## src/hw/rtl/fdre_pkg.sv

```systemverilog
`timescale 1ns / 1ps
package fdre_pkg;

   localparam int MAX_SUBCARRIERS_DEF = 256;
   localparam int SAMPLE_BITS_DEF     = 16;

   localparam int              CSR_BITS  = 9;
   localparam logic [CSR_BITS-1:0] CSR_RESET = 9'd64;

   localparam int SUM_BITS    = 42;
   localparam int FRAC_SHIFT  = 16;
   localparam int SCALED_BITS = SUM_BITS + FRAC_SHIFT;
   localparam int ENERGY_BITS = 25;

   localparam int DIV_STEPS  = SCALED_BITS;
   localparam int SQRT_TOP   = ((SCALED_BITS - 1) / 2) * 2;
   localparam int SQRT_STEPS = SQRT_TOP / 2 + 1;
   localparam int STEP_BITS  = $clog2(DIV_STEPS);

   typedef struct packed {
      logic load;
      logic mult;
      logic accum;
      logic div_init;
      logic div_step;
      logic sqrt_init;
      logic sqrt_step;
      logic out_load;
   } fdre_cmd_type;

   typedef struct packed {
      logic frame_end;
      logic have_prev;
   } fdre_stat_type;

endpackage

```

## src/hw/rtl/fdre_ctrl.sv

```systemverilog
`timescale 1ns / 1ps
module fdre_ctrl import fdre_pkg::*; (
   input  logic          clock,
   input  logic          reset,
   input  logic          req_valid,
   output logic          req_ready,
   input  logic          rsp_ready,
   output logic          rsp_valid,
   input  fdre_stat_type stat,
   output fdre_cmd_type  cmd
);

   typedef enum logic [2:0] {
      ST_IDLE,
      ST_MULT,
      ST_ACCUM,
      ST_DIV_INIT,
      ST_DIV,
      ST_SQRT_INIT,
      ST_SQRT,
      ST_OUT
   } state_type;

   state_type            state_ff;
   logic [STEP_BITS-1:0] step_ff;
   logic                 rsp_valid_ff;
   logic                 out_free;

   assign out_free  = !rsp_valid_ff || rsp_ready;
   assign req_ready = (state_ff == ST_IDLE);
   assign rsp_valid = rsp_valid_ff;

   always_comb begin
      cmd = '0;
      case (state_ff)
         ST_IDLE:      cmd.load      = req_valid;
         ST_MULT:      cmd.mult      = 1'b1;
         ST_ACCUM:     cmd.accum     = 1'b1;
         ST_DIV_INIT:  cmd.div_init  = 1'b1;
         ST_DIV:       cmd.div_step  = 1'b1;
         ST_SQRT_INIT: cmd.sqrt_init = 1'b1;
         ST_SQRT:      cmd.sqrt_step = 1'b1;
         ST_OUT:       cmd.out_load  = out_free;
         default:      cmd = '0;
      endcase
   end

   always_ff @(posedge clock) begin
      if (reset) begin
         state_ff     <= ST_IDLE;
         step_ff      <= '0;
         rsp_valid_ff <= 1'b0;
      end else begin
         if (cmd.out_load) begin
            rsp_valid_ff <= 1'b1;
         end else if (rsp_ready) begin
            rsp_valid_ff <= 1'b0;
         end
         case (state_ff)
            ST_IDLE: begin
               if (req_valid) begin
                  state_ff <= ST_MULT;
               end
            end
            ST_MULT: begin
               state_ff <= ST_ACCUM;
            end
            ST_ACCUM: begin
               if (stat.frame_end && stat.have_prev) begin
                  state_ff <= ST_DIV_INIT;
               end else begin
                  state_ff <= ST_IDLE;
               end
            end
            ST_DIV_INIT: begin
               step_ff  <= '0;
               state_ff <= ST_DIV;
            end
            ST_DIV: begin
               if (step_ff == STEP_BITS'(DIV_STEPS - 1)) begin
                  state_ff <= ST_SQRT_INIT;
               end
               step_ff <= step_ff + 1'b1;
            end
            ST_SQRT_INIT: begin
               step_ff  <= '0;
               state_ff <= ST_SQRT;
            end
            ST_SQRT: begin
               if (step_ff == STEP_BITS'(SQRT_STEPS - 1)) begin
                  state_ff <= ST_OUT;
               end
               step_ff <= step_ff + 1'b1;
            end
            ST_OUT: begin
               if (out_free) begin
                  state_ff <= ST_IDLE;
               end
            end
            default: begin
               state_ff <= ST_IDLE;
            end
         endcase
      end
   end

endmodule

```

## config.mk

```make
export PLATFORM = sky130hd
export DESIGN_NAME = fdre_ctrl
export DESIGN_NICKNAME = d
export VERILOG_FILES = /design/src/hw/rtl/fdre_pkg.sv /design/src/hw/rtl/fdre_ctrl.sv
export SDC_FILE = /design/constraint.sdc
export NUM_CORES = 1
export LEC_CHECK = 0
export ABC_AREA = 1
export BUFFER_PORTS_ARGS = -buffer_cell sky130_fd_sc_hd__buf_2
export CORE_MARGIN = 4
export CORE_UTILIZATION = 30
export DETAILED_ROUTE_END_ITERATION = 7
export PLACE_DENSITY = 0.51
export SLEW_MARGIN = 20
export SYNTH_ARGS = -nofsm -noshare
export SYNTH_HDL_FRONTEND = slang
export SYNTH_SLANG_ARGS = --single-unit
```

## constraint.sdc

```tcl
create_clock -name clock -period 1 [get_ports clock]
set_input_delay 0.15 -clock clock [delete_from_list [all_inputs] [get_ports clock]]
set_output_delay 0.15 -clock clock [all_outputs]
set_load 0.005 [all_outputs]
```

==> results of run 1 <==
area by class of cell:
type	instances	area [sq um]
timing repair buffer	46	359
multi-input combinational	72	548
inverter	19	88.8
tap	27	33.8
sequential	10	215
clock buffer	4	36.3
fill	186	761
layer usage:
metal	share of wire, %	wire length [um]	vias up
met2	53	1060	16
met5	0	0	-
li1	-	-	420
met1	43	862	363
met3	3.5	70	5
met4	1.3	26	0
worst max-delay path, delay by kind of cell (launching register included):
kind	cells	cell delay [ns]
buffers and inverters	1	0.14
DFF	1	0.42
and+or+nand+nor	2	0.27
report_power, final:
part,total [W],switching (W),internal (W)
clock,0.000386,0.000164,0.000221
combinational,0.00118,0.000561,0.000619
sequential,0.000575,0.000109,0.000466
repair_timing:
| item | CTS | global route |
|---|---|---|
| pin swaps | 14 | 16 |
| buffers inserted | 10 | 5 |
| gates cloned | 0 | 0 |
| setup endpoints to repair | 17 | 19 |
| gates resized for setup | 37 | 18 |
cell families after synthesis:
logic type | Yosys count | synth area share, %
DFF | 10 | 29.6
adders and majority gates | 3 | 5.55
AOI/OAI and AO/OA | 11 | 10.2
and+or+nand+nor | 58 | 42.1
buffers and inverters | 20 | 12.6
synthesized netlist by cell type, types with 2 or more instances:
library cell	instances
sky130_fd_sc_hd__a21oi_1	4
sky130_fd_sc_hd__dfxtp_1	10
sky130_fd_sc_hd__ha_1	3
sky130_fd_sc_hd__inv_1	13
sky130_fd_sc_hd__inv_2	5
sky130_fd_sc_hd__nand2_1	22
sky130_fd_sc_hd__nand2_2	6
sky130_fd_sc_hd__nand3_1	6
sky130_fd_sc_hd__nand4_1	2
sky130_fd_sc_hd__nor2_1	14
sky130_fd_sc_hd__nor2_4	4
sky130_fd_sc_hd__nor3_1	3
sky130_fd_sc_hd__o21ai_0	3
flip-flops by register name, indices dropped and copies added, names as in the netlist:
name	flops
state_ff	3
step_ff	6
rsp_valid	1
per-stage QoR:
stage / hold slack (ns) / std cells
5_1_grt: 0.117 / 178
3_5_place_dp: 0.397 / 160
2_1_floorplan: 0.212 / 102
4_1_cts: 0.0987 / 174
6_report: 0.108 / 178
3_3_place_gp: 0.394 / 160
worst paths after layout:
kind	startpoint	to	slack [ns]	cells after the start
setup reg to reg	state_ff[1]	step_ff[1]	-0.20	9
hold reg to reg	step_ff[2]	step_ff[2]	0.59	2
setup / recovery	state_ff[1]	cmd[0]	-0.26	3
hold / removal	reset	step_ff[3]	0.11	2
==> metrics.cfg, run 1 <==
[cts]
cts_tree=built
worst_skew_pair.late_latency_ns=0.27
ctsHtreeMaxLevel=1
clock_transition_at_path_regs_ns=0.08
cts.hold.buffers_added=0
ctsLongestPathBuffers=2
clkSinkCount=10
cts_root_buffer=sky130_fd_sc_hd__clkbuf_4
cts-buffers-inserted=3

[logic_synthesis]
synth-async-reset-ratio_pct=0
synth_top_area_share_pct=29.6
synth_cells=102
mappedNetlistArea_sq_um=677
synth_seq_area_share_pct=29.6
synth_largest_area_cell=sky130_fd_sc_hd__dfxtp_1
mappedNetlistNets=111
ys_ff_latch=10
synth_edf_count=0
synthesis.yosys.warnings=0
ys_dominant_reg_cell=sky130_fd_sc_hd__dfxtp_1
ys_types=20
postSynthAreaPerCell_sq_um=6.64
yosys-top-cells-area=sky130_fd_sc_hd__dfxtp_1 30%, sky130_fd_sc_hd__nand2_1 12%, sky130_fd_sc_hd__nor2_1 7.8%, sky130_fd_sc_hd__inv_1 7.2%, sky130_fd_sc_hd__nor2_4 6.7%

[place]
dpl.hpwl_mm=1.36
dp_slack_ns=-0.160
portBuffers=15
finalWeightedCongestion=0.828
postPlaceCellArea_sq_um=936

[cells_and_area]
layout_common_cells=23 x sky130_fd_sc_hd__buf_4, 18 x sky130_fd_sc_hd__nand2_1, 13 x sky130_fd_sc_hd__buf_2, 9 x sky130_fd_sc_hd__inv_1, 9 x sky130_fd_sc_hd__buf_6
final_nets=161
fin_area_sq_um=1280
most_common_library_cell_in_the_layout_ignoring_fill_and_taps=sky130_fd_sc_hd__buf_4
utilization_pct=62.7
share_of_cells_above_drive_strength_1_pct=66.2
flow.area_growth_from_synthesis_pct=89.3
antennaDiodeCount=0

[die]
die_y_um=55.5
io-pin-count=16
start_util_pct=33.1
core_sq_um=2040
chipWidth_um=55.5
fp.dieArea_sq_um=3080
std_cell_rows=16

[global_route]
initial_antenna_violation_count=0
first_global_vias=785
pin_count_of_the_biggest_net_entering_global_routing=8
grt_pass1_wl_mm=3.43
met3_usage_pct=3.26
busiest_layer=met2
globalRouteMet2Util_pct=24.0
grtUsageMet1_pct=16.0
globalRouteOverflowTotal=0
grt_util_all_layers_pct=13.9

[timing]
final_min_period_over_clock_period_pct=126
drv_slew=0
finClkSkew_ns=0.00612
rsz_0062_raised_after_global_routing=true
setup_ws_ns=-0.258
timing.setup.tns_ns=-3.54
max_clock_freq_mhz=795
timing.max_slew.rel_slack_pct=84.7
timing.final.setup_violations=17
worst_pin_slew_ns=0.229
min_period_ns=1.26
final-hold-violation-count=0

[critical_path]
timing.critical_path.required_ns=0.85
critPathLaunchType=register
crit_path_max_incr_delay_ns=0.42
worstSetupPathType=reg2out
critPathMaxFanout=4
crit_chain=nand2_4 > nor3_4 > buf_2
critPathArrivalTime_ns=1.11
cp_slowest_cell=sky130_fd_sc_hd__dfxtp_4
timing.critical_path.to_type=output port

[detailed_routing]
drtAntennaViolNets=0
via_per_inst=4.52
total_drc_errors_in_the_routed_layout=0
router_iterations_before_antenna_repair=4
vias=804
wirelength_mm=2.02
routedWlPerCell_um=11.4
initialDrtViolationCount=14

[min_path]
min-delay-path-class=in2reg

[power]
vdd_drop_max_mv=1.12
post-layout-total-power_w=0.00214
pwr_density_cell_nw_per_um2=1670
power.leakage_nw=0.590

[run]
drv_cap=0

[outcome]
status=complete, but fails checks
failing_checks=setup timing

No activity file was read; power rests on OpenSTA's default activity.
==> run 2, diff against run 1 <==
--- a/config.mk
+++ b/config.mk
@@ -8,9 +8,9 @@
 export ABC_AREA = 1
 export BUFFER_PORTS_ARGS = -buffer_cell sky130_fd_sc_hd__buf_2
 export CORE_MARGIN = 4
-export CORE_UTILIZATION = 30
+export CORE_UTILIZATION = 50
 export DETAILED_ROUTE_END_ITERATION = 7
-export PLACE_DENSITY = 0.51
+export PLACE_DENSITY = 0.75
 export SLEW_MARGIN = 20
 export SYNTH_ARGS = -nofsm -noshare
 export SYNTH_HDL_FRONTEND = slang
==> constraint.sdc (replaced) <==
create_clock -name clock -period 1.2 [get_ports clock]
set_input_delay 0.18 -clock clock [delete_from_list [all_inputs] [get_ports clock]]
set_output_delay 0.18 -clock clock [all_outputs]
set_load 0.005 [all_outputs]
==> run 2 against run 1 <==
  * The run still ends with setup timing left
  * Wire length is 6.1% lower
  * Clock skew fell by 0.0041 ns
  * Sequential power fell by 11%
  * Non-clock buffer count shrank 20
  * Combinational power shrank 43%
  * Setup slack improved by 0.17 ns
  * Largest cell class unchanged
==> metrics.cfg, run 2 (synthesis results as in run 1) <==
[outcome]
status=complete, but fails checks  ; unchanged
failing_checks=setup timing  ; unchanged

[detailed_routing]
total_drc_errors_in_the_routed_layout=0  ; unchanged
wirelength_mm=1.90  ; was 2.02 mm
drtAntennaViolNets=0  ; unchanged
initialDrtViolationCount=18  ; was 14
router_iterations_before_antenna_repair=5  ; was 4
routedWlPerCell_um=13.2  ; was 11.4 um
vias=757  ; was 804
via_per_inst=5.26  ; was 4.52

[cells_and_area]
share_of_cells_above_drive_strength_1_pct=45.4  ; was 66.2%
final_nets=141  ; was 161
fin_area_sq_um=966  ; was 1280 sq um
antennaDiodeCount=0  ; unchanged
largest-register=step_ff  ; unchanged
number_of_flip_flops_under_the_largest_register_name=6  ; unchanged
layout_common_cells=21 x sky130_fd_sc_hd__nand2_1, 14 x sky130_fd_sc_hd__buf_2, 13 x sky130_fd_sc_hd__inv_1, 10 x sky130_fd_sc_hd__nor2_1, 10 x sky130_fd_sc_hd__buf_4  ; was 23 x sky130_fd_sc_hd__buf_4, 18 x sky130_fd_sc_hd__nand2_1, 13 x sky130_fd_sc_hd__buf_2, 9 x sky130_fd_sc_hd__inv_1, 9 x sky130_fd_sc_hd__buf_6
flow.area_growth_from_synthesis_pct=42.7  ; was 89.3%
most_common_library_cell_in_the_layout_ignoring_fill_and_taps=sky130_fd_sc_hd__nand2_1  ; was sky130_fd_sc_hd__buf_4

[power]
netsw_w=0.000616  ; was 0.000835 W
cell_internal_pwr_w=0.000809  ; was 0.00131 W
pwr-share-comb_pct=47.3  ; was 55.1%
power.leakage_nw=0.458  ; was 0.590 nW
post-layout-total-power_w=0.00143  ; was 0.00214 W
power_share_of_the_clock_group_pct=16.8  ; was 18.0%
seq_power_share_pct=35.9  ; was 26.9%
vdd_drop_max_mv=0.875  ; was 1.12 mV
pwr_density_cell_nw_per_um2=1480  ; was 1670 nW/um^2
switching_share_pct=43.2  ; was 39.0%

[place]
postPlaceCellArea_sq_um=781  ; was 936 sq um
dpl.hpwl_mm=1.26  ; was 1.36 mm
portBuffers=15  ; unchanged
dp_slack_ns=-0.0669  ; was -0.160 ns
finalWeightedCongestion=0.820  ; was 0.828

[min_path]
startpoint_of_the_most_critical_hold_path=reset  ; unchanged
min_to=state_ff[0]  ; was step_ff[3]
hold-path-cell-count=2  ; unchanged
min-delay-path-class=in2reg  ; unchanged

[timing]
finClkSkew_ns=0.00199  ; was 0.00612 ns
rsz_0062_raised_after_global_routing=true  ; unchanged
min_period_ns=1.29
timing.setup.tns_ns=-0.491  ; was -3.54 ns
final-hold-violation-count=0  ; unchanged
final_min_period_over_clock_period_pct=107
drv_slew=0  ; unchanged
worst_pin_slew_ns=0.215  ; was 0.229 ns
setup_ws_ns=-0.0886  ; was -0.258 ns
timing.max_slew.rel_slack_pct=85.6  ; was 84.7%
max_clock_freq_mhz=776
timing.final.setup_violations=10  ; was 17

[global_route]
first_global_vias=670  ; was 785
grt_pass1_wl_mm=2.92  ; was 3.43 mm
pin_count_of_the_biggest_net_entering_global_routing=9  ; was 8
initial_antenna_violation_count=0  ; unchanged
globalRouteOverflowTotal=0  ; unchanged
grt_util_all_layers_pct=19.8  ; was 13.9%

[cts]
cts-buffers-inserted=3  ; unchanged
clkSinkCount=10  ; unchanged
cts.hold.buffers_added=0  ; unchanged
ctsHtreeMaxLevel=1  ; unchanged
clock_transition_at_path_regs_ns=0.07  ; was 0.08 ns
cts_root_buffer=sky130_fd_sc_hd__clkbuf_4  ; unchanged
ctsLongestPathBuffers=2  ; unchanged
worst_skew_pair.late_latency_ns=0.27  ; about the same
cts_tree=built  ; unchanged

[critical_path]
r2r_end=state_ff[1]  ; was step_ff[1]
crit_path_max_incr_delay_ns=0.39  ; was 0.42 ns
critical_path.n_buffers_inverters=2  ; was 1
cp_slowest_cell=sky130_fd_sc_hd__dfxtp_4  ; unchanged
critPathArrivalTime_ns=1.11  ; about the same
cpLargestDelayFamily=flip-flops  ; unchanged
setup.reg_to_reg.worst_slack_ns=-0.04  ; was -0.20 ns
critPathLaunchType=register  ; unchanged
r2r_start=state_ff[2]  ; was state_ff[1]
crit_chain=inv_1 > nand2_4 > nor2_4 > buf_2  ; was nand2_4 > nor3_4 > buf_2
r2r.worst_path.cells=10  ; was 9
critPathMaxFanout=5  ; was 4
worstSetupPathType=reg2out  ; unchanged
timing.critical_path.to_type=output port  ; unchanged
timing.critical_path.required_ns=1.02  ; was 0.85 ns

[die]
core_sq_um=1190  ; was 2040 sq um
std_cell_rows=12  ; was 16
die_y_um=44.8  ; was 55.5 um
fp.dieArea_sq_um=2010  ; was 3080 sq um
chipWidth_um=44.8  ; was 55.5 um
start_util_pct=57.1  ; was 33.1%
io-pin-count=16  ; unchanged

[run]
drv_cap=0  ; unchanged

run 2: how the worst max path moves through the flow:
stage | from | endpoint | slack, ns | cells past startpoint
global placement | state_ff[2] | state_ff[1] | -0.005 | 7
global route | state_ff[2] | cmd[0] | -0.13 | 3
CTS | state_ff[0] | cmd[0] | -0.07 | 3
floorplan | step_ff[0] | state_ff[1] | 0.10 | 8
finish | state_ff[0] | cmd[1] | -0.09 | 4
detailed placement | state_ff[0] | cmd[0] | -0.07 | 3
run 2: final cells by class:
cell class / instances / area, sq um
inverters: 19 / 86.3
multi-input cells: 72 / 459
flip-flops and latches: 10 / 213
well taps: 14 / 17.5
fillers: 80 / 220
clock buffers: 3 / 22.5
repair buffers: 26 / 168
run 2: through the flow:
stage / instances / hold slack (ns) / util, %
floorplan: 102 / 0.249 / -
global placement: 133 / 0.406 / 65.8
detailed placement: 133 / 0.413 / 65.8
CTS: 140 / 0.120 / 75.8
global route: 144 / 0.126 / 81.4
finish: 144 / 0.127 / 81.4
run 2: power groups by stage:
stage          Sequential, W  Clock [W]  Combinational [W]
2_1_floorplan       0.000418          0           0.000344
3_3_place_gp        0.000440          0           0.000462
3_5_place_dp        0.000443          0           0.000471
4_1_cts             0.000485   0.000242           0.000576
5_1_grt             0.000517   0.000255           0.000731
6_report            0.000512   0.000240           0.000674
run 2: what timing repair did:
action                                  CTS  global route
pin swaps                                 2             6
setup buffers                             4             4
cloned                                    0             0
endpoints found under the setup margin   13            12
gates resized for setup                  19            10
run 2: layer usage:
metal,vias up,routed length (um),GRT usage (%)
met5,-,0,0
met4,0,15,7.02
met1,343,831,26.7
met2,36,924,31.5
met3,4,126,3.59
li1,374,-,-
==> run 3, diff against run 2 <==
--- a/config.mk
+++ b/config.mk
@@ -5,12 +5,13 @@
 export SDC_FILE = /design/constraint.sdc
 export NUM_CORES = 1
 export LEC_CHECK = 0
-export ABC_AREA = 1
+export ABC_AREA = 0
 export BUFFER_PORTS_ARGS = -buffer_cell sky130_fd_sc_hd__buf_2
 export CORE_MARGIN = 4
-export CORE_UTILIZATION = 50
+export CORE_UTILIZATION = 47
 export DETAILED_ROUTE_END_ITERATION = 7
-export PLACE_DENSITY = 0.75
+export PLACE_DENSITY = 0.73
+export SETUP_SLACK_MARGIN = 0.5
 export SLEW_MARGIN = 20
 export SYNTH_ARGS = -nofsm -noshare
 export SYNTH_HDL_FRONTEND = slang
==> constraint.sdc (replaced) <==
create_clock -name clock -period 1.1 [get_ports clock]
set_input_delay 0.165 -clock clock [delete_from_list [all_inputs] [get_ports clock]]
set_output_delay 0.165 -clock clock [all_outputs]
set_load 0.005 [all_outputs]
==> run 3 against run 2 <==
  * Highest routed layer unchanged
  * Clock skew grew 0.0095 ns
  * First-iteration DRC count increased by 94%
  * Area after synthesis up 9.2%
  * Cell count grew 1.4%
  * The flow still finishes with violations (setup timing)
  * Sequential power decreased by 24%
  * Setup slack lost 0.26 ns
  * Die area increased by 13%
  * Critical path depth increased by 1
==> metrics.cfg, run 3 <==
[cells_and_area]
final.fill_count=75  ; was 80
final_nets=140  ; was 141
antennaDiodeCount=0  ; unchanged
flow.area_growth_from_synthesis_pct=79.0  ; was 42.7%
ff_latch_area_sq_um=214  ; was 213 sq um
most_common_library_cell_in_the_layout_ignoring_fill_and_taps=sky130_fd_sc_hd__buf_4  ; was sky130_fd_sc_hd__nand2_1
number_of_flip_flops_under_the_largest_register_name=6  ; unchanged
largest-register=step_ff  ; unchanged
layout_common_cells=21 x sky130_fd_sc_hd__buf_4, 12 x sky130_fd_sc_hd__buf_2, 10 x sky130_fd_sc_hd__buf_6, 5 x sky130_fd_sc_hd__dfxtp_2  ; was 21 x sky130_fd_sc_hd__nand2_1, 14 x sky130_fd_sc_hd__buf_2, 13 x sky130_fd_sc_hd__inv_1, 10 x sky130_fd_sc_hd__nor2_1, 10 x sky130_fd_sc_hd__buf_4
multi_input_comb_area_sq_um=619  ; was 459 sq um
share_of_cells_above_drive_strength_1_pct=72.3  ; was 45.4%
fin_area_sq_um=1320  ; was 966 sq um

[place]
postPlaceCellArea_sq_um=1030  ; was 781 sq um
dpl.hpwl_mm=1.34  ; was 1.26 mm
portBuffers=15  ; unchanged
dp_slack_ns=-0.0559  ; was -0.0669 ns
finalWeightedCongestion=0.888  ; was 0.820

[die]
core_sq_um=1490  ; was 1190 sq um
fp.dieArea_sq_um=2270  ; was 2010 sq um
chipWidth_um=47.7  ; was 44.8 um
std_cell_rows=14  ; was 12
start_util_pct=49.7  ; was 57.1%
die_y_um=47.7  ; was 44.8 um
io-pin-count=16  ; unchanged

[cts]
cts_root_buffer=sky130_fd_sc_hd__clkbuf_4  ; unchanged
clkSinkCount=10  ; unchanged
cts-buffers-inserted=3  ; unchanged
ctsHtreeMaxLevel=1  ; unchanged
cts_tree=built  ; unchanged
ctsLongestPathBuffers=2  ; unchanged
clock_transition_at_path_regs_ns=0.08  ; was 0.07 ns
cts.hold.buffers_added=0  ; unchanged
worst_skew_pair.late_latency_ns=0.27  ; about the same

[timing]
drv_slew=0  ; unchanged
max_clock_freq_mhz=691
final-hold-violation-count=0  ; unchanged
timing.max_slew.rel_slack_pct=84.0  ; was 85.6%
worst_pin_slew_ns=0.239  ; was 0.215 ns
timing.setup.tns_ns=-3.34  ; was -0.491 ns
min_period_ns=1.45
final_min_period_over_clock_period_pct=132
rsz_0062_raised_after_global_routing=true  ; unchanged
finClkSkew_ns=0.0115  ; was 0.00199 ns
fin_hold_ws_ns=0.253  ; was 0.127 ns
timing.final.setup_violations=18  ; was 10
setup_ws_ns=-0.347  ; was -0.0886 ns

[critical_path]
critPathMaxFanout=2  ; was 5
critPathArrivalTime_ns=1.28  ; was 1.11 ns
timing.critical_path.required_ns=0.94  ; was 1.02 ns
timing.critical_path.to_type=output port  ; unchanged
critPathLaunchType=register  ; unchanged
setup.reg_to_reg.worst_slack_ns=-0.24  ; was -0.04 ns
worstSetupPathType=reg2out  ; unchanged

[logic_synthesis]
synth_seq_area_share_pct=27.1  ; was 29.6%
synthesis.yosys.warnings=0  ; unchanged
ys_ff_latch=10  ; unchanged
synth-async-reset-ratio_pct=0  ; unchanged
synth_top_area_share_pct=27.1  ; was 29.6%
synth_edf_count=0  ; unchanged
mappedNetlistArea_sq_um=739  ; was 677 sq um
yosys-top-cells-count=10 x sky130_fd_sc_hd__dfxtp_1, 6 x sky130_fd_sc_hd__a21oi_1, 6 x sky130_fd_sc_hd__nor2_1, 6 x sky130_fd_sc_hd__nor2b_1, 5 x sky130_fd_sc_hd__inv_1  ; was 22 x sky130_fd_sc_hd__nand2_1, 14 x sky130_fd_sc_hd__nor2_1, 13 x sky130_fd_sc_hd__inv_1
mappedNetlistNets=93  ; was 111
ys_dominant_reg_cell=sky130_fd_sc_hd__dfxtp_1  ; unchanged
yosysMostFrequentCell=sky130_fd_sc_hd__dfxtp_1  ; was sky130_fd_sc_hd__nand2_1
ys_types=33  ; was 20
postSynthAreaPerCell_sq_um=8.80  ; was 6.64 sq um
synth_cells=84  ; was 102
synth_largest_area_cell=sky130_fd_sc_hd__dfxtp_1  ; unchanged
yosys-top-cells-area=sky130_fd_sc_hd__dfxtp_1 27%, sky130_fd_sc_hd__o41ai_2 6.6%, sky130_fd_sc_hd__ha_1 5.1%, sky130_fd_sc_hd__nor2b_1 5.1%, sky130_fd_sc_hd__buf_6 4.6%  ; was sky130_fd_sc_hd__dfxtp_1 30%, sky130_fd_sc_hd__nand2_1 12%, sky130_fd_sc_hd__nor2_1 7.8%, sky130_fd_sc_hd__inv_1 7.2%, sky130_fd_sc_hd__nor2_4 6.7%

[detailed_routing]
router_iterations_before_antenna_repair=4  ; was 5
drtAntennaViolNets=0  ; unchanged
via_per_inst=6.38  ; was 5.26
wirelength_mm=3.01  ; was 1.90 mm
routedWlPerCell_um=20.6  ; was 13.2 um
initialDrtViolationCount=35  ; was 18
total_drc_errors_in_the_routed_layout=0  ; unchanged
vias=931  ; was 757

[global_route]
pin_count_of_the_biggest_net_entering_global_routing=9  ; unchanged
grt_pass1_wl_mm=3.82  ; was 2.92 mm
initial_antenna_violation_count=0  ; unchanged
first_global_vias=836  ; was 670
grt_util_all_layers_pct=24.4  ; was 19.8%
globalRouteOverflowTotal=0  ; unchanged

[power]
power.leakage_nw=0.611  ; was 0.458 nW
post-layout-total-power_w=0.00110  ; was 0.00143 W
vdd_drop_max_mv=0.708  ; was 0.875 mV
pwr_density_cell_nw_per_um2=832  ; was 1480 nW/um^2

[min_path]
min-delay-path-class=in2reg  ; unchanged

[outcome]
failing_checks=setup timing  ; unchanged
status=complete, but fails checks  ; unchanged

[run]
drv_cap=0  ; unchanged

-- run 3: cell count changes after synthesis, moves of 4 or more --
cell                      before  now
sky130_fd_sc_hd__nand2_1      22    3
sky130_fd_sc_hd__nand2_2       6    0
sky130_fd_sc_hd__inv_1        13    5
sky130_fd_sc_hd__nand3_1       6    2
sky130_fd_sc_hd__nor2_1       14    6
sky130_fd_sc_hd__nor2_4        4    0
sky130_fd_sc_hd__nor2b_1       0    6
sky130_fd_sc_hd__inv_2         5    0
-- run 3: worst paths after layout --
check / depth (start not counted) / to / from
worst max register to register: 6 / step_ff[2] / state_ff[0]
worst min register to register: 2 / step_ff[2] / step_ff[2]
worst max-delay path: 5 / cmd[7] / state_ff[2]
worst min-delay path: 2 / step_ff[4] / reset
-- run 3: cell families (layout without fill, tap and decap cells) --
group,count (synthesis),in the layout,synth area share (%)
XOR/XNOR,1,1,2.20
AO/OA/AOI/OAI,23,23,25.5
AND/OR/NAND/NOR,36,36,30.8
flip-flops,10,10,27.1
adder cells (fa/ha/maj),3,3,5.08
buffers and inverters,11,57,9.31
-- run 3: timing repair --
| action | 4_1_cts | 5_1_grt |
|---|---|---|
| hold endpoints to repair | 0 | 0 |
| resized for setup | 17 | 18 |
| buffers inserted | 13 | 3 |
| pin swaps | 10 | 5 |
| setup endpoints to repair | 20 | 20 |
-- run 3: cell type report --
type                    instances  area share [%]
inverters                       5            1.80
repair buffers                 48            31.8
multi-input cells              63            46.8
clock buffers                   4            1.98
well taps                      16            1.51
flip-flops and latches         10            16.2
-- run 3: power by group --
| part | switching, W | total (W) | leakage [nW] | internal [W] |
|---|---|---|---|---|
| combinational | 0.000195 | 0.000433 | 0.511 | 0.000238 |
| sequential | 0.0000184 | 0.000391 | 0.0848 | 0.000372 |
| clock | 0.000137 | 0.000278 | 0.0150 | 0.000140 |
| total | 0.000350 | 0.00110 | 0.611 | 0.000751 |
-- run 3: per-stage QoR --
stage	std cells	util, %
global route	146	88.9
global placement	126	68.9
floorplan	84	-
detailed placement	126	68.9
finish	146	88.9
CTS	143	82.4
-- run 3: metal layers --
layer | vias to the layer above | global-route usage, % | routed length, um
met1 | 436 | 29.0 | 1070
met4 | 0 | 9.68 | 213
met2 | 64 | 43.6 | 1500
met5 | - | 0 | 0
li1 | 406 | - | -
met3 | 25 | 3.38 | 224
-- run 3: worst max-delay path, stage by stage, from the launching register on --
cell	delay (ns)
sky130_fd_sc_hd__dfxtp_2	0.33
sky130_fd_sc_hd__buf_6	0.12
sky130_fd_sc_hd__nor3_4	0.20
sky130_fd_sc_hd__buf_6	0.13
sky130_fd_sc_hd__and2_4	0.14
sky130_fd_sc_hd__buf_6	0.10
